## src/rtl/core/rbe_cmpsub.sv

```systemverilog
`timescale 1ns / 1ps

// shared subtractor: renorm threshold test and divider steps
module rbe_cmpsub #(
    parameter int WIDTH = 28
) (
    input  logic [WIDTH-1:0] a,
    input  logic [WIDTH-1:0] b,
    output logic [WIDTH-1:0] diff,
    output logic             ge
);

    logic [WIDTH:0] full;

    assign full = {1'b0, a} - {1'b0, b};
    assign diff = full[WIDTH-1:0];
    assign ge   = ~full[WIDTH];

endmodule

```

## config.mk

```make
export PLATFORM = sky130hd
export DESIGN_NAME = rbe_cmpsub
export DESIGN_NICKNAME = d
export VERILOG_FILES = /design/src/rtl/core/rbe_cmpsub.sv
export SDC_FILE = /design/constraint.sdc
export NUM_CORES = 1
export LEC_CHECK = 0
export BUFFER_PORTS_ARGS = -buffer_cell sky130_fd_sc_hd__buf_2
export CORE_ASPECT_RATIO = 1.25
export CORE_UTILIZATION = 32
export DETAILED_ROUTE_END_ITERATION = 10
export GPL_ROUTABILITY_DRIVEN = 0
export SLEW_MARGIN = 5
export SYNTH_ARGS = -nofsm -noshare
export SYNTH_HDL_FRONTEND = slang
export SYNTH_SLANG_ARGS = --single-unit
```

## constraint.sdc

```tcl
create_clock -name vclk -period 3.4
set_input_delay 0.68 -clock vclk [all_inputs]
set_output_delay 0.68 -clock vclk [all_outputs]
set_load 0.005 [all_outputs]
```

---- Word-level counts from Yosys, hierarchy flattened ----
Cells that the tools add are included.
operators by class
  add/sub/neg operators ................... 1
  bitwise logic cells ..................... 1
operator list
  kind                                            number
  28-bit by 28-bit subtractor with 29-bit output  1
  1-bit inverter                                  1
storage, ports and cells
  flip-flop bits (word level) ............. 0
  input port bits ......................... 56

---- Depth between registers and ports, before layout ----
  depth after elaboration ................. 2
  gate-level depth with buffers ........... 10
  gate-level depth less buffers ........... 10

---- Worst setup path after synthesis ----
No wires, ideal clock.
  kind .................................... input port to output port
  from .................................... input a[0]
  to ...................................... output diff[24]
  arrival time ............................ 2.774 ns
  data required time ...................... 2.720 ns
  path slack .............................. -0.054 ns
  stages on the path ...................... 10
  cell sequence ........................... inv_1 ha_1 fa_1 nand2b_4 a21oi_2 a2111oi_2 o31a_1 a2111o_1 o21ai_2 xor2_1
between the ends
  longest elaborated chain between the ends .. 1
ends and longest elaborated chain
  item                                            line  RTL
  from (decl)                                     7     input logic [WIDTH-1:0] a,
  28-bit by 28-bit subtractor with 29-bit output  15    assign full = {1'b0, a} - {1'b0, b};
  to (decl)                                       9     output logic [WIDTH-1:0] diff,
No other way between the ends.

---- Worst setup path in the final report ----
Ends and elaborated chain as after synthesis.

==> impl_results.md <==
- Status: complete, but fails checks
- Failing checks: negative setup slack
- Rel. slew slack: 70.3%
- Power per cell area: 205 nW/µm²
- DIE HEIGHT: 79.7 µm
- Syn_nets: 310
- DRC viols: 0
- Hold Violations, Final: 0
- Nets: 418
- Pre-antenna DRT Iters: 4
- I/O Pins: 85
- Worst-Margin Slew: 0.441 ns
- Switching pwr: 0.229 mW
- RSZ-0062 raised after global routing: true
- Distinct cells, synth: 45
- Hold Crit Start: b[0]
- Global route overflow: 0
- Port bufs: 85
- Worst Path Max Fanout: 2
- Yosys warnings: 0
- Starting DRT DRC Count: 49
- Post-route antenna net violation count: 0
- Pin count of the biggest net entering global routing: 9
- DR top layer: met4
- Seq. cell area: 0 µm²
- Leakage: 1.28 nW
- Starting Density: 34.1%
- Clk pwr share: 0%
- Most frequent cells in the layout: buf_2 (83), inv_1 (33), ha_1 (27), buf_4 (27), a21oi_1 (26)
- DRT met1 WL: 1880 µm
- Most common cell after layout, fill and taps aside: buf_2
- Via count: 1,919
- Area delta synth->final: 48.0%
- Fin crit period: 3.54 ns
- Share of cells above drive strength 1: 39.0%
- Min Hold Slack: 1.69 ns
- Initial antenna violation count: 0
- Dominant cell type by area after synthesis: ha_1
- Global-route wire length before repair: 7180 µm
- Max cap viols: 0
- Sequential share of the synthesized area: 0%
- Setup TNS: -0.316 ns
- Post-synthesis cell area: 1540 µm²
- Synth Area per Inst: 6.86 µm²
- Via density: 4.93
- Antenna fix cells: 0
- Largest cells by area after synthesis: ha_1 (23%), a21oi_1 (9.1%), inv_1 (8.3%)
- Detail Placement HPWL: 3650 µm
- CP startpoint kind: primary input
- Switching part of the total: 48.8%
- Met3 WL: 232 µm
- Worst Setup EP: diff[24]
- Int Pwr: 0.240 mW
- Num sequential: 0
- Fin. max-slew vios: 0
- Die ar.: 5110 µm²
- Critical path endpoint category: output port
- Seq pwr share: 0%
- Critical Path RT: 2.72 ns
- Logic gate share of total power: 100.0%
- GRT Overall Usage: 16.3%
- Row cnt: 27
- Worst hold path depth: 4
- Core Area: 4530 µm²
- Critical Path AT: 2.86 ns
- Final WS setup: -0.142 ns
- CP Launch Point: a[0]
- Routed WL: 4270 µm
- Max IR drop VDD: 0.0926 mV
- Metal2 WL: 2090 µm
- Fin crit share: 104%
- Max Clk Rate: 282 MHz
- CLK BUF: 0
- Die width: 64.1 µm
- Synth Instances: 225
- CTS Hold Bufs: 0
- Crit path kind: primary input to output port
- Setup-failing EPs final: 3
- WL/cell: 11.0 µm
- Vias in the first global route: 1,772
- Synth top area share: 22.7%
- Hold Path Class: primary input to output port
## metrics by stage
step	instance area (µm²)	instances	worst slack (ns)	total power [mW]	util (%)
6_report	2280	389	-0.142	0.469	50.5
2_1_floorplan	1540	225	0.00654	0.265	-
3_5_place_dp	2190	385	-0.273	0.451	48.4
3_3_place_gp	2190	385	-0.217	0.451	48.4
5_1_grt	2280	389	-0.211	0.523	50.5
4_1_cts	2250	386	-0.176	0.462	49.6
## synth_stat cells (2+ instances only)
master / count
o21bai_1: 4
inv_1: 34
o21ai_0: 10
xnor2_1: 14
a21o_1: 10
nand3_1: 3
xor2_1: 12
and4_1: 2
a211oi_1: 3
ha_1: 28
nand4_1: 5
o21ai_1: 5
nor2_1: 7
o31a_1: 3
a21oi_1: 28
nand2_1: 20
a31oi_1: 4
clkbuf_1: 6
## how the worst min path moves through the flow
stage / endpoint
after global placement: diff[0]
after floorplan: diff[0]
after detailed placement: diff[0]
after CTS: diff[0]
final: diff[0]
after global routing: diff[0]
## what timing repair did
action                                  CTS  global route
setup buffers                             1             3
pin swaps                                 9             7
endpoints found under the setup margin    7             7
gates resized for setup                   8             4
hold endpoints to repair                  0             0
## logic make-up (layout without fill, tap and decap cells)
| logic type | count (synthesis) | count (layout) | share of synthesized area (%) |
|---|---|---|---|
| adder cells (fa/ha/maj) | 29 | 29 | 24.0 |
| buffers and inverters | 40 | 146 | 9.72 |
| XOR/XNOR | 26 | 26 | 14.7 |
| AND/OR/NAND/NOR | 47 | 47 | 15.7 |
| AO/OA/AOI/OAI | 83 | 83 | 35.8 |
## metal layers
layer / up-vias / GRT usage (%)
li1: 1019 / -
met1: 833 / 20.5
met2: 61 / 30.4
met3: 6 / 1.00
met4: 0 / 3.11
met5: - / 0
## worst max-delay path: stages
cell and delay [ns]:
buf_6 0.07, inv_4 0.03, ha_4 0.14, fa_2 0.33, nand2b_4 0.16, a21oi_4 0.18
a2111oi_4 0.05, o31a_1 0.27, a2111o_1 0.47, o21ai_2 0.20, xor2_1 0.16, buf_2 0.13
## cell type report
type                            count  area [µm²]
Fill cell                         502        2240
Tap cell                           58        72.6
Timing Repair Buffer              112         641
Inverter                           34         130
Multi-Input combinational cell    185        1440
## power by group through the flow
stage	clock [mW]	sequential [mW]	combinational, mW
finish	0	0	0.469
global route	0	0	0.523
CTS	0	0	0.462
detailed placement	0	0	0.451
global placement	0	0	0.451
floorplan	0	0	0.265
Power figures use the tool's default switching activity.
