<file path="src/rtl/core/rbe_ram.sv">
`timescale 1ns / 1ps

module rbe_ram #(
    parameter int WIDTH = 8,
    parameter int DEPTH = 256
) (
    input  logic                     clk,
    input  logic                     we,
    input  logic [$clog2(DEPTH)-1:0] waddr,
    input  logic [WIDTH-1:0]         wdata,
    input  logic                     re,
    input  logic [$clog2(DEPTH)-1:0] raddr,
    output logic [WIDTH-1:0]         rdata
);

    logic [WIDTH-1:0] mem [DEPTH];
    logic [WIDTH-1:0] rdata_reg;

    always_ff @(posedge clk)
    begin
        if (we)
        begin
            mem[waddr] <= wdata;
        end
        if (re)
        begin
            rdata_reg <= mem[raddr];
        end
    end

    assign rdata = rdata_reg;

endmodule

</file>
<file path="config.mk">
export PLATFORM = sky130hd
export DESIGN_NAME = rbe_ram
export DESIGN_NICKNAME = d
export VERILOG_FILES = /design/src/rtl/core/rbe_ram.sv
export SDC_FILE = /design/constraint.sdc
export NUM_CORES = 2
export LEC_CHECK = 0
export BUFFER_PORTS_ARGS = -buffer_cell sky130_fd_sc_hd__buf_2
export CORE_ASPECT_RATIO = 0.7
export CORE_MARGIN = 2
export CORE_UTILIZATION = 30
export CTS_BUF_LIST = sky130_fd_sc_hd__clkbuf_8
export CTS_CLUSTER_DIAMETER = 60
export DETAILED_ROUTE_END_ITERATION = 8
export MAX_ROUTING_LAYER = met4
export SYNTH_ARGS = -nofsm -noshare
export SYNTH_HDL_FRONTEND = slang
export SYNTH_SLANG_ARGS = --single-unit
</file>
<file path="constraint.sdc">
create_clock -name clk -period 5.6 [get_ports clk]
set_input_delay 1.12 -clock clk [delete_from_list [all_inputs] [get_ports clk]]
set_output_delay 1.12 -clock clk [all_outputs]
set_load 0.1 [all_outputs]
</file>
# Word-level counts from Yosys, hierarchy flattened
# Memories as Yosys holds them, arrays and structs flattened. A register that Yosys moved wholly into a read port is not among the register bits.
# Cells that the tools add are included.
dict set report word_totals {
  reg_bits 0
  ram_bits 2048
  out_inout_bits 8
  n_memories 1
}
# memory depth width rd rd_ports_with_merged_regs wr line_no
set memory_table {}
lappend memory_table {mem 256 8 1 1 1 16} ;# logic [WIDTH-1:0] mem [DEPTH];
dict set report op_classes {
  n_mux 2
}
# op n
set ops {}
lappend ops {{$mux 1} 2}

# Depth between registers and ports, before layout
dict set report depth {
  word_depth 2
  mapped_depth 11
}

# Worst setup path before layout
# OpenSTA, ideal clock, no wires.
dict set report synth_timing {
  path_type {input-to-reg}
  startpoint {input raddr[0]}
  endpoint {register rdata_reg[2] (netlist: rdata[2]) (read register of mem), data pin}
  setup_ns 0.269
  arrival_time_ns 2.927
  slack_ns 2.404
  stages 9
  path_buffers 4
  path_cell_list {buf_6 -> buf_12 -> buf_8 -> buf_2 -> mux4_2 -> a22oi_1 -> a21oi_1 -> nor4_1 -> nor4_2}
}
# item line_no
set synth_rtl {}
lappend synth_rtl {{start: declaration} 12} ;# input logic [$clog2(DEPTH)-1:0] raddr,
lappend synth_rtl {{end: declaration} 17} ;# logic [WIDTH-1:0] rdata_reg;

==> reports/qor.txt <==
outcome -> completed
min-delay src -> wdata[0]
Req. time, crit path -> 6.30 ns
std cell rows -> 158
first-pass GRT wire length -> 296000 µm
die width -> 620 µm
final setup margin -> 1.73 ns
RR Startpoint -> mem[82][5]
num ports -> 35
IO buf count -> 34
Post-synth top flop -> edfxtp_1
CP bufs+invs -> 3
max layer used -> met4
Mapped Area -> 0.0796 mm²
ANT nets after route -> 0
Psw -> 6850 µW
sequential-to-total area share from yosys stat -> 0.775
TritonCTS Buffers -> 295
Clk Latency, worst-skew pair -> 0.93 ns
fin crit period -> 3.87 ns
Yosys top cell by area -> edfxtp_1
max reg flops -> 2048
DP HPWL -> 128000 µm
Int Power -> 22500 µW
area grow syn2layout -> 12.0%
synth warn -> 0
synth top area cells -> edfxtp_1 (78%), mux4_2 (13%), mux2i_1 (1.7%)
FF+latch count, synth -> 2056
clk slew on worst S/H paths -> 0.07 ns
CTS sink cnt -> 2056
Final Non-Filler Cells -> 7694
Max-slew headroom -> 0.102
vias in the first global route -> 39600
CP max-delay cell -> a21oi_1
wire length on met3 -> 21500 µm
EDFF count, synth -> 2056
sw frac -> 0.233
Post-synth top cells -> edfxtp_1 (2056), mux4_2 (454), nor2_1 (282)
clock buffer depth -> 4
Final Setup Violations -> 0
Setup Crit Path Kind -> in -> reg
DRT Pass-1 Iters -> 6
final instance area -> 0.0892 mm²
Slew Limit Fails -> 0
Post-synth ARST share -> 0
DRC -> 0
Initial DRC Count -> 5689
Worst R2R Path Depth -> 6
Hold EP -> mem[231][0]
critical path fanouts, max -> 44
post_cts resized -> 0
H-tree Lvls -> 5
Fin Clk Skew -> 0.0720 ns
synthesized instance count -> 3733
RD Place Congestion -> 0.841
placed inst area -> 0.0841 mm²
GRT overflow -> 0
number of vias after detailed routing -> 40000
met1 WL -> 92400 µm
Placed Cells -> 7184
Final Hold Viols -> 0
routed len/inst -> 27.0 µm
met2 WL post-DR -> 89400 µm
Slew @ Worst Pin -> 1.33 ns
routed wire length -> 208000 µm
Initial Utilization -> 0.301
delay-heaviest family, CP -> buffers and inverters
clock root buffer -> clkbuf_8
Leak -> 0.0271 µW
Worst R2R Setup Slack -> 2.53 ns
syn nets -> 3760
total power draw -> 29400 µW
Fill cells -> 24700
# hold bufs at CTS -> 0
Worst Setup Start Kind -> primary input
Fmax -> 259 MHz
Combinational Power Share -> 0.055
worst slack, placed -> 0.854 ns
PwrDens -> 329 mW/mm²
CTS tree -> built
cell with the most instances after synthesis -> edfxtp_1
RSZ-0062 raised after global routing -> no
share of cells above drive strength 1 -> 0.237
Reg-to-Reg End -> rdata[5]
Hold WC Path Type -> in -> reg
Seq pwr share -> 0.578
Synth cell types -> 54
Critical Path AT -> 4.56 ns
GR Util All Layers -> 0.156
CP most frequent cell -> buf_4
vias per cell -> 5.20
Setup crit end kind -> flip-flop
setup bufs post-CTS -> 0
die area -> 0.270 mm²
max incr delay on CP -> 0.72 ns
Post-layout nets -> 3988
Clk pwr share -> 0.367
final worst-path cycle share -> 0.690
critical-path cell list -> buf_4 > nor2b_4 > buf_4 > a22oi_1 > a21oi_1 > nor4_1 > buf_4 > nor4_1
initial antenna violation count -> 13
Die Ht -> 435 µm
max_cap viols -> 0
Synth top area share -> 0.775
peak supply drop -> 0.203 mV
Final TNS setup -> 0 ns
largest net degree at the start of global routing -> 152
Hold Path Stages -> 1
Syn Area/Cell -> 21.3 µm²
Core Area -> 0.265 mm²
[power by group through the flow]
stage	sequential [µW]	combinational, µW	clock [µW]
after global routing	17000	1700	11700
after detailed placement	17300	1620	0
after CTS	17000	1620	11000
after floorplan	17400	824	0
final	17000	1620	10800
after global placement	17300	1600	0
[kinds of logic after synthesis]
logic type,share of synthesized area
flip-flops,0.775
multiplexers,0.146
AND/OR/NAND/NOR,0.0263
AO/OA/AOI/OAI,0.0342
buffers and inverters,0.0183
[layer usage]
metal,GRT usage,vias up
met5,-,-
met4,0.0356,0
met3,0.0395,309
met2,0.214,2058
met1,0.230,21500
li1,-,16200
[cells in the final DEF (no fill, tap or decap), types with 10 or more instances in the layout]
cell type,count
inv_1,88
nor2b_1,28
nand4_1,10
edfxtp_1,2056
nand3_1,34
nand2_1,32
a221oi_1,13
o22ai_1,28
nor3_1,22
o211ai_1,10
clkinv_2,31
mux2i_1,134
o221ai_1,46
o21ai_0,10
buf_2,22
a21oi_1,96
a22oi_1,133
clkbuf_8,300
clkinv_1,70
nor4_1,24
buf_4,112
buf_12,20
a211oi_1,16
nor2_1,279
mux4_2,454
[worst register-to-register path, cell delays in order (launching register included)]
cell and delay (ns):
edfxtp_1 0.37, mux4_2 0.48, a22o_1 0.26, a221oi_1 0.92, o32ai_1 0.22, nor3_1 0.36
nor4_1 0.12
[area by class of cell]
type	count	area [µm²]	area share
multi-input cells	1442	16500	0.185
clock buffers	298	4100	0.0460
flip-flops and latches	2056	61700	0.692
inverters	2	7.51	0.0000842
clock inverters	206	945	0.0106
diodes	6	15.0	0.000168
repair buffers	164	1500	0.0168
well taps	3520	4400	0.0494
[worst max-delay path by stage]
stage	slack (ns)	from	cells after the start	endpoint
5_1_grt	1.71	raddr[0]	9	rdata[7]
2_1_floorplan	2.40	raddr[0]	9	rdata[2]
3_3_place_gp	0.87	raddr[3]	8	rdata[2]
4_1_cts	1.83	raddr[0]	9	rdata[7]
6_report	1.73	raddr[3]	8	rdata[4]
3_5_place_dp	0.85	raddr[0]	9	rdata[7]
[stage by stage]
stage / hold WS [ns] / util
after global placement: 1.13 / 0.318
final: 0.572 / 0.337
after detailed placement: 1.17 / 0.318
after global routing: 0.523 / 0.337
after floorplan: 0.864 / -
after CTS: 0.499 / 0.337
No activity file was read; power rests on OpenSTA's default activity.
